<file path="src/rtl/core/assert_macros.svh">
// Assertion macros shared by the RTL of the countdown timer.
// No dependencies.
`ifndef ASSERT_MACROS_SVH
`define ASSERT_MACROS_SVH
// Implication checked on every clock edge outside reset.
`define ASSERT_IMP(label, clk, rst_n, ante, cons) \
	label: assert property (@(posedge clk) disable iff (!rst_n) (ante) |-> (cons)) \
		else $error("assertion failed");
// Next-cycle implication checked outside reset.
`define ASSERT_NEXT(label, clk, rst_n, ante, cons) \
	label: assert property (@(posedge clk) disable iff (!rst_n) (ante) |=> (cons)) \
		else $error("assertion failed");
`endif

</file>
<file path="src/rtl/core/cdt_pkg.sv">
// Package for the countdown timer: command codes, constants and shared structs.
// No dependencies.
package cdt_pkg;
	localparam int ALARM_LIMIT = 10;
	localparam int TW = 23;
	localparam int AW = 4;
	localparam int DIV_STEPS = TW + AW + 1;

	localparam logic [2:0] CMD_TICK = 3'd0;
	localparam logic [2:0] CMD_SET = 3'd1;
	localparam logic [2:0] CMD_CANCEL = 3'd2;
	localparam logic [2:0] CMD_RESTART = 3'd3;
	localparam logic [2:0] CMD_VAC = 3'd4;
	localparam logic [2:0] CMD_VAC_CANCEL = 3'd5;
	localparam logic [2:0] CMD_ALARMS = 3'd6;

	localparam logic [1:0] ST_OK = 2'd0;
	localparam logic [1:0] ST_INVALID = 2'd1;
	localparam logic [1:0] ST_NO_PRIOR = 2'd2;

	localparam logic [16:0] SECS_DAY = 17'd86400;
	localparam logic [16:0] SECS_HOUR = 17'd3600;
	localparam logic [16:0] SECS_MIN = 17'd60;
	localparam logic [5:0] MAX_UNITS = 6'd60;

	// Controller to datapath commands.
	typedef struct packed {
		logic exec;       // apply the item to the state
		logic div_start;  // begin threshold division
		logic div_step;   // one restoring division step
		logic div_done;   // write the quotient to the threshold
	} cdt_cmd_t;

	// Datapath to controller status.
	typedef struct packed {
		logic need_div;
		logic div_last;
	} cdt_stat_t;
endpackage

</file>
<file path="src/rtl/core/cdt_ctrl.sv">
// Controller state machine for the countdown timer.
// Depends on cdt_pkg.
module cdt_ctrl (
	input  logic clk,
	input  logic arst_n,
	input  logic in_valid,
	output logic in_stall,
	output logic out_valid,
	input  logic out_stall,
	output cdt_pkg::cdt_cmd_t cmd,
	input  cdt_pkg::cdt_stat_t stat
);
	import cdt_pkg::*;

	typedef enum logic [3:0] {
		S_IDLE = 4'b0001,
		S_EXEC = 4'b0010,
		S_DIV  = 4'b0100,
		S_OUT  = 4'b1000
	} state_t;

	state_t state_q;

	assign in_stall = (state_q != S_IDLE);
	assign out_valid = (state_q == S_OUT);

	always_comb begin
		cmd = '0;
		case (state_q)
			S_IDLE: cmd.exec = in_valid;
			S_EXEC: cmd.div_start = stat.need_div;
			S_DIV: begin
				cmd.div_step = 1'b1;
				cmd.div_done = stat.div_last;
			end
			default: ;
		endcase
	end

	always_ff @(posedge clk or negedge arst_n) begin
		if (!arst_n) begin
			state_q <= S_IDLE;
		end else begin
			case (state_q)
				S_IDLE: if (in_valid) state_q <= S_EXEC;
				S_EXEC: state_q <= stat.need_div ? S_DIV : S_OUT;
				S_DIV: if (stat.div_last) state_q <= S_OUT;
				S_OUT: if (!out_stall) state_q <= S_IDLE;
				default: state_q <= S_IDLE;
			endcase
		end
	end
endmodule

</file>
<file path="src/rtl/core/cdt_dp.sv">
// Datapath of the countdown timer: state registers, item logic and a
// restoring divider for the alarm threshold. Depends on cdt_pkg.
module cdt_dp (
	input  logic clk,
	input  logic arst_n,
	input  logic cfg_we,
	input  logic cfg_index,
	input  logic [7:0] cfg_data,
	input  logic [2:0] cmd_in,
	input  logic [1:0] unit,
	input  logic [5:0] amount,
	input  cdt_pkg::cdt_cmd_t cmd,
	output cdt_pkg::cdt_stat_t stat,
	output logic [1:0] status,
	output logic alarm_fired,
	output logic [3:0] alarm_slot,
	output logic expired,
	output logic checkpoint,
	output logic sync_due,
	output logic running,
	output logic [22:0] remaining,
	output logic vacation_active,
	output logic [22:0] vac_seconds
);
	import cdt_pkg::*;

	logic [7:0] ckpt_int_q, sync_int_q, save_q, sync_q;
	logic main_en_q, vac_en_q, recalc_q;
	logic [TW-1:0] main_rem_q, total_q, vac_rem_q, thr_q;
	logic [AW-1:0] acount_q, adone_q;
	logic [1:0] st_q;
	logic fired_q, exp_q, ckpt_q, syncf_q;
	logic [AW-1:0] aidx_q;

	// next-state values
	logic main_en_d, vac_en_d, recalc_d;
	logic [TW-1:0] main_rem_d, total_d, vac_rem_d;
	logic [AW-1:0] acount_d, adone_d;
	logic [7:0] save_d, sync_d, save_inc, sync_inc;
	logic [1:0] st_d;
	logic fired_d, exp_d, ckpt_d, syncf_d;
	logic [AW-1:0] aidx_d;
	logic [16:0] mult;
	logic [TW-1:0] vm1, mm1;

	// divider
	logic [DIV_STEPS-1:0] num_q, quo_q;
	logic [DIV_STEPS-1:0] rem_q;
	logic [AW:0] den_q;
	logic [4:0] cnt_q;
	logic [DIV_STEPS-1:0] rem_sh;
	logic [DIV_STEPS:0] rem_try;

	assign save_inc = save_q + 8'd1;
	assign sync_inc = sync_q + 8'd1;
	assign vm1 = vac_rem_q - 1'b1;
	assign mm1 = main_rem_q - 1'b1;

	always_comb begin
		case (unit)
			2'd0: mult = SECS_DAY;
			2'd1: mult = SECS_HOUR;
			2'd2: mult = SECS_MIN;
			default: mult = '0;
		endcase
	end

	always_comb begin
		main_en_d = main_en_q; vac_en_d = vac_en_q; main_rem_d = main_rem_q;
		total_d = total_q; vac_rem_d = vac_rem_q; acount_d = acount_q;
		adone_d = adone_q; save_d = save_q; sync_d = sync_q; recalc_d = 1'b0;
		st_d = ST_OK; fired_d = 1'b0; exp_d = 1'b0; ckpt_d = 1'b0;
		syncf_d = 1'b0; aidx_d = '0;
		case (cmd_in)
			CMD_TICK: begin
				if (vac_en_q && vac_rem_q != '0) begin
					vac_rem_d = vm1;
					if (vm1 == '0) begin
						vac_en_d = 1'b0;
						if (total_q != '0) begin
							main_rem_d = total_q;
							main_en_d = 1'b1;
							adone_d = '0;
							recalc_d = 1'b1;
						end
						ckpt_d = 1'b1;
						syncf_d = 1'b1;
					end else begin
						ckpt_d = (save_inc >= ckpt_int_q);
						save_d = ckpt_d ? 8'd0 : save_inc;
						syncf_d = (sync_inc >= sync_int_q);
						sync_d = syncf_d ? 8'd0 : sync_inc;
					end
				end else if (main_en_q && main_rem_q != '0) begin
					main_rem_d = mm1;
					if (thr_q != '0 && mm1 != '0 && mm1 <= thr_q) begin
						fired_d = 1'b1;
						aidx_d = adone_q;
						adone_d = adone_q + 1'b1;
						recalc_d = 1'b1;
					end
					if (mm1 == '0) begin
						main_en_d = 1'b0;
						ckpt_d = 1'b1;
						exp_d = 1'b1;
					end else begin
						ckpt_d = (save_inc >= ckpt_int_q);
						save_d = ckpt_d ? 8'd0 : save_inc;
						syncf_d = (sync_inc >= sync_int_q);
						sync_d = syncf_d ? 8'd0 : sync_inc;
					end
				end
			end
			CMD_SET: begin
				if (amount == '0 || amount > MAX_UNITS || mult == '0) begin
					st_d = ST_INVALID;
				end else begin
					total_d = TW'(amount * mult);
					main_rem_d = total_d;
					main_en_d = 1'b1;
					save_d = '0;
					adone_d = '0;
					if ({2'b0, acount_q} > amount[5:1]) acount_d = AW'(amount[5:1]);
					recalc_d = 1'b1;
					ckpt_d = 1'b1;
				end
			end
			CMD_CANCEL: begin
				main_en_d = 1'b0;
				main_rem_d = '0;
				save_d = '0;
				ckpt_d = 1'b1;
			end
			CMD_RESTART: begin
				if (total_q == '0) begin
					st_d = ST_NO_PRIOR;
				end else begin
					main_rem_d = total_q;
					main_en_d = 1'b1;
					save_d = '0;
					adone_d = '0;
					recalc_d = 1'b1;
					ckpt_d = 1'b1;
				end
			end
			CMD_VAC: begin
				if (amount == '0 || amount > MAX_UNITS) begin
					st_d = ST_INVALID;
				end else begin
					if (total_q != '0) main_rem_d = total_q;
					main_en_d = 1'b0;
					vac_rem_d = TW'(amount * SECS_DAY);
					vac_en_d = 1'b1;
					save_d = '0;
					ckpt_d = 1'b1;
				end
			end
			CMD_VAC_CANCEL: begin
				vac_en_d = 1'b0;
				vac_rem_d = '0;
				save_d = '0;
				if (total_q != '0) begin
					main_rem_d = total_q;
					main_en_d = 1'b1;
				end
				ckpt_d = 1'b1;
			end
			CMD_ALARMS: begin
				if (amount > 6'(ALARM_LIMIT)) begin
					st_d = ST_INVALID;
				end else begin
					acount_d = AW'(amount);
					ckpt_d = 1'b1;
				end
			end
			default: st_d = ST_INVALID;
		endcase
	end

	// Threshold is zero unless alarms remain; otherwise a division is run.
	assign stat.need_div = recalc_q && acount_q != '0 && total_q != '0 && adone_q < acount_q;
	assign stat.div_last = (cnt_q == 5'(DIV_STEPS - 1));

	assign rem_sh = {rem_q[DIV_STEPS-2:0], num_q[DIV_STEPS-1]};
	assign rem_try = {1'b0, rem_sh} - {{(DIV_STEPS-AW){1'b0}}, den_q};

	always_ff @(posedge clk or negedge arst_n) begin
		if (!arst_n) begin
			ckpt_int_q <= 8'd60; sync_int_q <= 8'd2;
			main_en_q <= 1'b0; vac_en_q <= 1'b0; recalc_q <= 1'b0;
			main_rem_q <= '0; total_q <= '0; vac_rem_q <= '0; thr_q <= '0;
			acount_q <= AW'(3); adone_q <= '0; save_q <= '0; sync_q <= '0;
			cnt_q <= '0;
		end else begin
			if (cfg_we) begin
				if (cfg_index) sync_int_q <= cfg_data;
				else ckpt_int_q <= cfg_data;
			end
			if (cmd.exec) begin
				main_en_q <= main_en_d; vac_en_q <= vac_en_d; main_rem_q <= main_rem_d;
				total_q <= total_d; vac_rem_q <= vac_rem_d; acount_q <= acount_d;
				adone_q <= adone_d; save_q <= save_d; sync_q <= sync_d;
				recalc_q <= recalc_d;
			end
			if (recalc_q && !cmd.exec && !stat.need_div && !cmd.div_step) begin
				thr_q <= '0;
				recalc_q <= 1'b0;
			end
			if (cmd.div_start) cnt_q <= '0;
			else if (cmd.div_step) cnt_q <= cnt_q + 5'd1;
			if (cmd.div_done) begin
				thr_q <= TW'(rem_try[DIV_STEPS] ? {quo_q[DIV_STEPS-2:0], 1'b0}
					: {quo_q[DIV_STEPS-2:0], 1'b1});
				recalc_q <= 1'b0;
			end
		end
	end

	always_ff @(posedge clk) begin
		if (cmd.exec) begin
			st_q <= st_d; fired_q <= fired_d; exp_q <= exp_d; ckpt_q <= ckpt_d;
			syncf_q <= syncf_d; aidx_q <= aidx_d;
		end
		if (cmd.div_start) begin
			// total * (count - done) fits 27 bits, one narrow multiply
			num_q <= DIV_STEPS'(total_q * (acount_q - adone_q));
			den_q <= {1'b0, acount_q} + 1'b1;
			rem_q <= '0;
			quo_q <= '0;
		end else if (cmd.div_step) begin
			num_q <= {num_q[DIV_STEPS-2:0], 1'b0};
			rem_q <= rem_try[DIV_STEPS] ? rem_sh : rem_try[DIV_STEPS-1:0];
			quo_q <= {quo_q[DIV_STEPS-2:0], ~rem_try[DIV_STEPS]};
		end
	end

	assign status = st_q;
	assign alarm_fired = fired_q;
	assign alarm_slot = aidx_q;
	assign expired = exp_q;
	assign checkpoint = ckpt_q;
	assign sync_due = syncf_q;
	assign running = main_en_q;
	assign remaining = main_rem_q;
	assign vacation_active = vac_en_q;
	assign vac_seconds = vac_rem_q;
endmodule

</file>
<file path="src/rtl/core/countdown_timer_with_vacation_alarms_top.sv">
// Countdown timer with vacation hold: a taken request passes through S_EXEC
// (and S_DIV, when the alarm threshold is recomputed by the 28-step restoring
// divider) to S_OUT, where its result is offered; one request is in flight at
// a time, so no new request is taken until that result has been accepted.
// Reset (arst_n, asynchronous) clears the timer state but not the result registers, sets the alarm count
// to 3 and the checkpoint and sync intervals to 60 and 2.
// Top level. Depends on cdt_pkg, cdt_ctrl, cdt_dp and assert_macros.svh.
`include "assert_macros.svh"
module countdown_timer_with_vacation_alarms_top (
	input  logic clk,
	input  logic arst_n,
	input  logic cfg_we,
	input  logic cfg_index,
	input  logic [7:0] cfg_data,
	input  logic in_valid,
	output logic in_stall,
	input  logic [2:0] cmd,
	input  logic [1:0] unit,
	input  logic [5:0] amount,
	output logic out_valid,
	input  logic out_stall,
	output logic [1:0] status,
	output logic alarm_fired,
	output logic [3:0] alarm_slot,
	output logic expired,
	output logic checkpoint,
	output logic sync_due,
	output logic running,
	output logic [22:0] remaining,
	output logic vacation_active,
	output logic [22:0] vac_seconds
);
	import cdt_pkg::*;

	cdt_cmd_t ctl;
	cdt_stat_t st;

	cdt_ctrl u_ctrl (
		.clk(clk), .arst_n(arst_n), .in_valid(in_valid), .in_stall(in_stall),
		.out_valid(out_valid), .out_stall(out_stall), .cmd(ctl), .stat(st)
	);

	cdt_dp u_dp (
		.clk(clk), .arst_n(arst_n), .cfg_we(cfg_we), .cfg_index(cfg_index),
		.cfg_data(cfg_data), .cmd_in(cmd), .unit(unit), .amount(amount),
		.cmd(ctl), .stat(st), .status(status), .alarm_fired(alarm_fired),
		.alarm_slot(alarm_slot), .expired(expired), .checkpoint(checkpoint),
		.sync_due(sync_due), .running(running), .remaining(remaining),
		.vacation_active(vacation_active), .vac_seconds(vac_seconds)
	);

	`ASSERT_IMP(a_no_accept_while_out, clk, arst_n, out_valid, in_stall)
	`ASSERT_IMP(a_expired_stops, clk, arst_n, out_valid && expired, !running)
	`ASSERT_IMP(a_fail_no_ckpt, clk, arst_n, out_valid && status != ST_OK, !checkpoint)
	`ASSERT_NEXT(a_accept_busy, clk, arst_n, in_valid && !in_stall, in_stall)
endmodule
</file>
<file path="config.mk">
export PLATFORM = sky130hd
export DESIGN_NAME = countdown_timer_with_vacation_alarms_top
export DESIGN_NICKNAME = d
export VERILOG_FILES = /design/src/rtl/core/cdt_pkg.sv /design/src/rtl/core/cdt_ctrl.sv /design/src/rtl/core/cdt_dp.sv /design/src/rtl/core/countdown_timer_with_vacation_alarms_top.sv
export VERILOG_INCLUDE_DIRS = /design/src /design/src/rtl/core
export SDC_FILE = /design/constraint.sdc
export NUM_CORES = 1
export LEC_CHECK = 0
export BUFFER_PORTS_ARGS = -buffer_cell sky130_fd_sc_hd__buf_2
export CELL_PAD_IN_SITES_DETAIL_PLACEMENT = 1
export CELL_PAD_IN_SITES_GLOBAL_PLACEMENT = 2
export CORE_UTILIZATION = 44
export DETAILED_ROUTE_END_ITERATION = 10
export PLACE_DENSITY_LB_ADDON = 0.1
export SYNTH_ARGS = -nofsm -noshare
export SYNTH_HDL_FRONTEND = slang
export SYNTH_SLANG_ARGS = --single-unit
export TNS_END_PERCENT = 20
</file>
<file path="constraint.sdc">
create_clock -name clk -period 12.35 [get_ports clk]
set_clock_uncertainty 0.2 [all_clocks]
set_input_delay 2.47 -clock clk [delete_from_list [all_inputs] [get_ports clk]]
set_output_delay 2.47 -clock clk [all_outputs]
set_load 0.02 [all_outputs]
</file>
==> reports/qor.csv <==
metric,value,unit
outcome,completed,
"commonest cells after routing, fill and taps aside","inv_1, nand2_1, ha_1",
post-DP HPWL,52.06,mm
initial antenna violation count,2,
Mapped Avg Cell Area,8.977,um2
Crit Path Max Fanout,23,
Via Count,18276,
worst slew pin tran,1.208,ns
Final period util,72.22,%
Fin Setup TNS,0,ns
sequential standard cell area,5776,um2
fin nets,3044,
# rows,83,
Synth area leader,fa_1,
final hold violation count,0,
Netlist cell types,87,
Initial Util,44.48,%
Worst EP required,12.42,ns
Final ANT Viol Nets,0,
fin crit period,8.919,ns
global-route wire length before repair,108.4,mm
clk root buf,clkbuf_16,
Max H-tree Level,1,
setup bufs post-CTS,0,
fin util,48.70,%
"FF+latch count, synth",232,
hold buffer count at cts,0,
Num CTS Buffers,30,
Slew headroom,19.48,%
vias in the first global route,19857,
Global Route Usage Sum,25.52,%
pin count of the biggest net entering global routing,75,
YS warnings,0,
Die X-Extent,229.7,um
# diodes,0,
Hold Path Class,reg -> reg,
Main synth FF type,dfrtp_1,
routed len/inst,20.16,um
"Clk pin slew, worst setup/hold paths",0.06,ns
Worst EP arrival,8.99,ns
crit path kind,reg -> reg,
Post-synth ARST share,61.21,%
area of the multi-input gates,15350,um2
syn_nets,3004,
"Seq/Total Area, Yosys",25.31,%
Filler cells,6016,
drt initial violations,850,
Max-cap violations,0,
Worst-Skew Late Latency,0.59,ns
crit path max-delay cell type,fa_1,
via/cell ratio,5.562,
Layout area overhead,9.486,%
CORE AREA,51300,um2
Area contributors post-synth,"fa_1, dfrtp_1, ha_1",
Fmax,0.1121,GHz
Clock Sinks,232,
drt pass-1 iters,5,
clk buf depth,3,
crit-path most repeated cell,inv_1,
height of the die,229.7,um
unrepaired setup endpoints after global routing,false,
path depth of the worst reg2reg path,30,
num ports,85,
PortBufs,84,
die area,52780,um2
CTS tree,built,
"commonest non-fill, non-tap cell in the layout",inv_1,
"slowest stage delay, CP",0.56,ns
Mapped Cells,2542,
Resize count post-CTS,0,
Synth top area share,15.62,%
Critical Path Source Type,flop,
Setup crit end kind,flop,
Post-Syn Area,22820,um2
fin. max-slew vios,0,
DRC,0,
GR Overflow Total,0,
GPL Wtd Cong,0.8623,
final setup vio count,0,
layout cell share with drive strength beyond 1,8.250,%
aggregate routed wire length,66.25,mm
number of synthesized flops with an enable pin,41,
hold path cells,2,
metrics by stage:
step                worst slack [ns]  hold WS, ns  std cells  area, um2
floorplan                      4.058       0.2363       2542      22820
global placement               3.636       0.2544       3230      23900
detailed placement             3.401       0.2557       3230      23900
CTS                            3.350       0.2671       3286      24980
global route                   2.873       0.3020       3286      24980
finish                         3.431       0.2623       3286      24980
critical path, delay by kind of cell, from the launching register on:
kind	cells	cell delay, ns
AO/OA/AOI/OAI	7	1.05
XOR/XNOR	2	0.35
adder cells (fa/ha/maj)	10	4.10
buffers and inverters	8	1.41
flip-flops	1	0.39
AND/OR/NAND/NOR	3	1.09
cell type report:
type,count,area share (%)
Inverter,358,5.379
Tap cell,680,3.405
Clock buffer,35,3.205
Multi-Input combinational cell,1856,61.44
Timing Repair Buffer,104,2.309
Sequential cell,232,23.12
Clock inverter,21,1.147
kinds of logic after synthesis:
logic type	synth area share [%]
xor+xnor	5.297
simple gates	16.43
buf+inv	7.556
mux	1.190
compound gates	14.40
flops	25.31
fa+ha+maj	29.82
registers in the layout, indices dropped and copies added, names as in the netlist, 21 cells and up:
| register | cells |
|---|---|
| u_dp.num_q | 26 |
| u_dp.quo_q | 22 |
| u_dp.rem_q | 27 |
| u_dp.remaining | 23 |
| u_dp.thr_q | 23 |
| u_dp.total_q | 21 |
| u_dp.vac_seconds | 23 |
cells in the mapped netlist (18+ instances only):
master	instances
ha_1	259
a31oi_1	18
o21ai_0	158
and2_1	69
nand2b_1	26
clkbuf_1	82
nor3_1	46
nand4_1	21
xor2_1	55
fa_1	178
inv_1	355
or3_1	21
xnor2_1	83
o21a_1	18
nor2b_1	31
nor2_1	114
a21o_1	42
a22o_1	36
edfxtp_1	41
nand2_1	298
a21oi_1	85
dfrtp_1	134
nor4_1	26
dfxtp_1	49
nand3_1	42
worst paths after layout:
kind                                   from                    to  slack [ns]
setup / recovery           u_dp.acount_q[0]        u_dp.num_q[25]        3.43
hold / removal               u_dp.quo_q[21]        u_dp.quo_q[21]        0.26
setup reg to reg           u_dp.acount_q[0]        u_dp.num_q[25]        3.43
hold reg to reg              u_dp.quo_q[21]        u_dp.quo_q[21]        0.26
max in group asynchronous            arst_n  u_dp.vac_seconds[19]        8.71
min in group asynchronous            arst_n    u_dp.remaining[13]        1.73
layer usage:
| layer | global-route usage, % | part of all wire (%) |
|---|---|---|
| met1 | 32.32 | 44 |
| met2 | 46.26 | 50 |
| met3 | 2.778 | 3.1 |
| met4 | 6.126 | 2.3 |
| met5 | 0 | 0.035 |
Power is not shown: default switching activity piles up to over one toggle a cycle in this logic, so the estimate is an artifact.
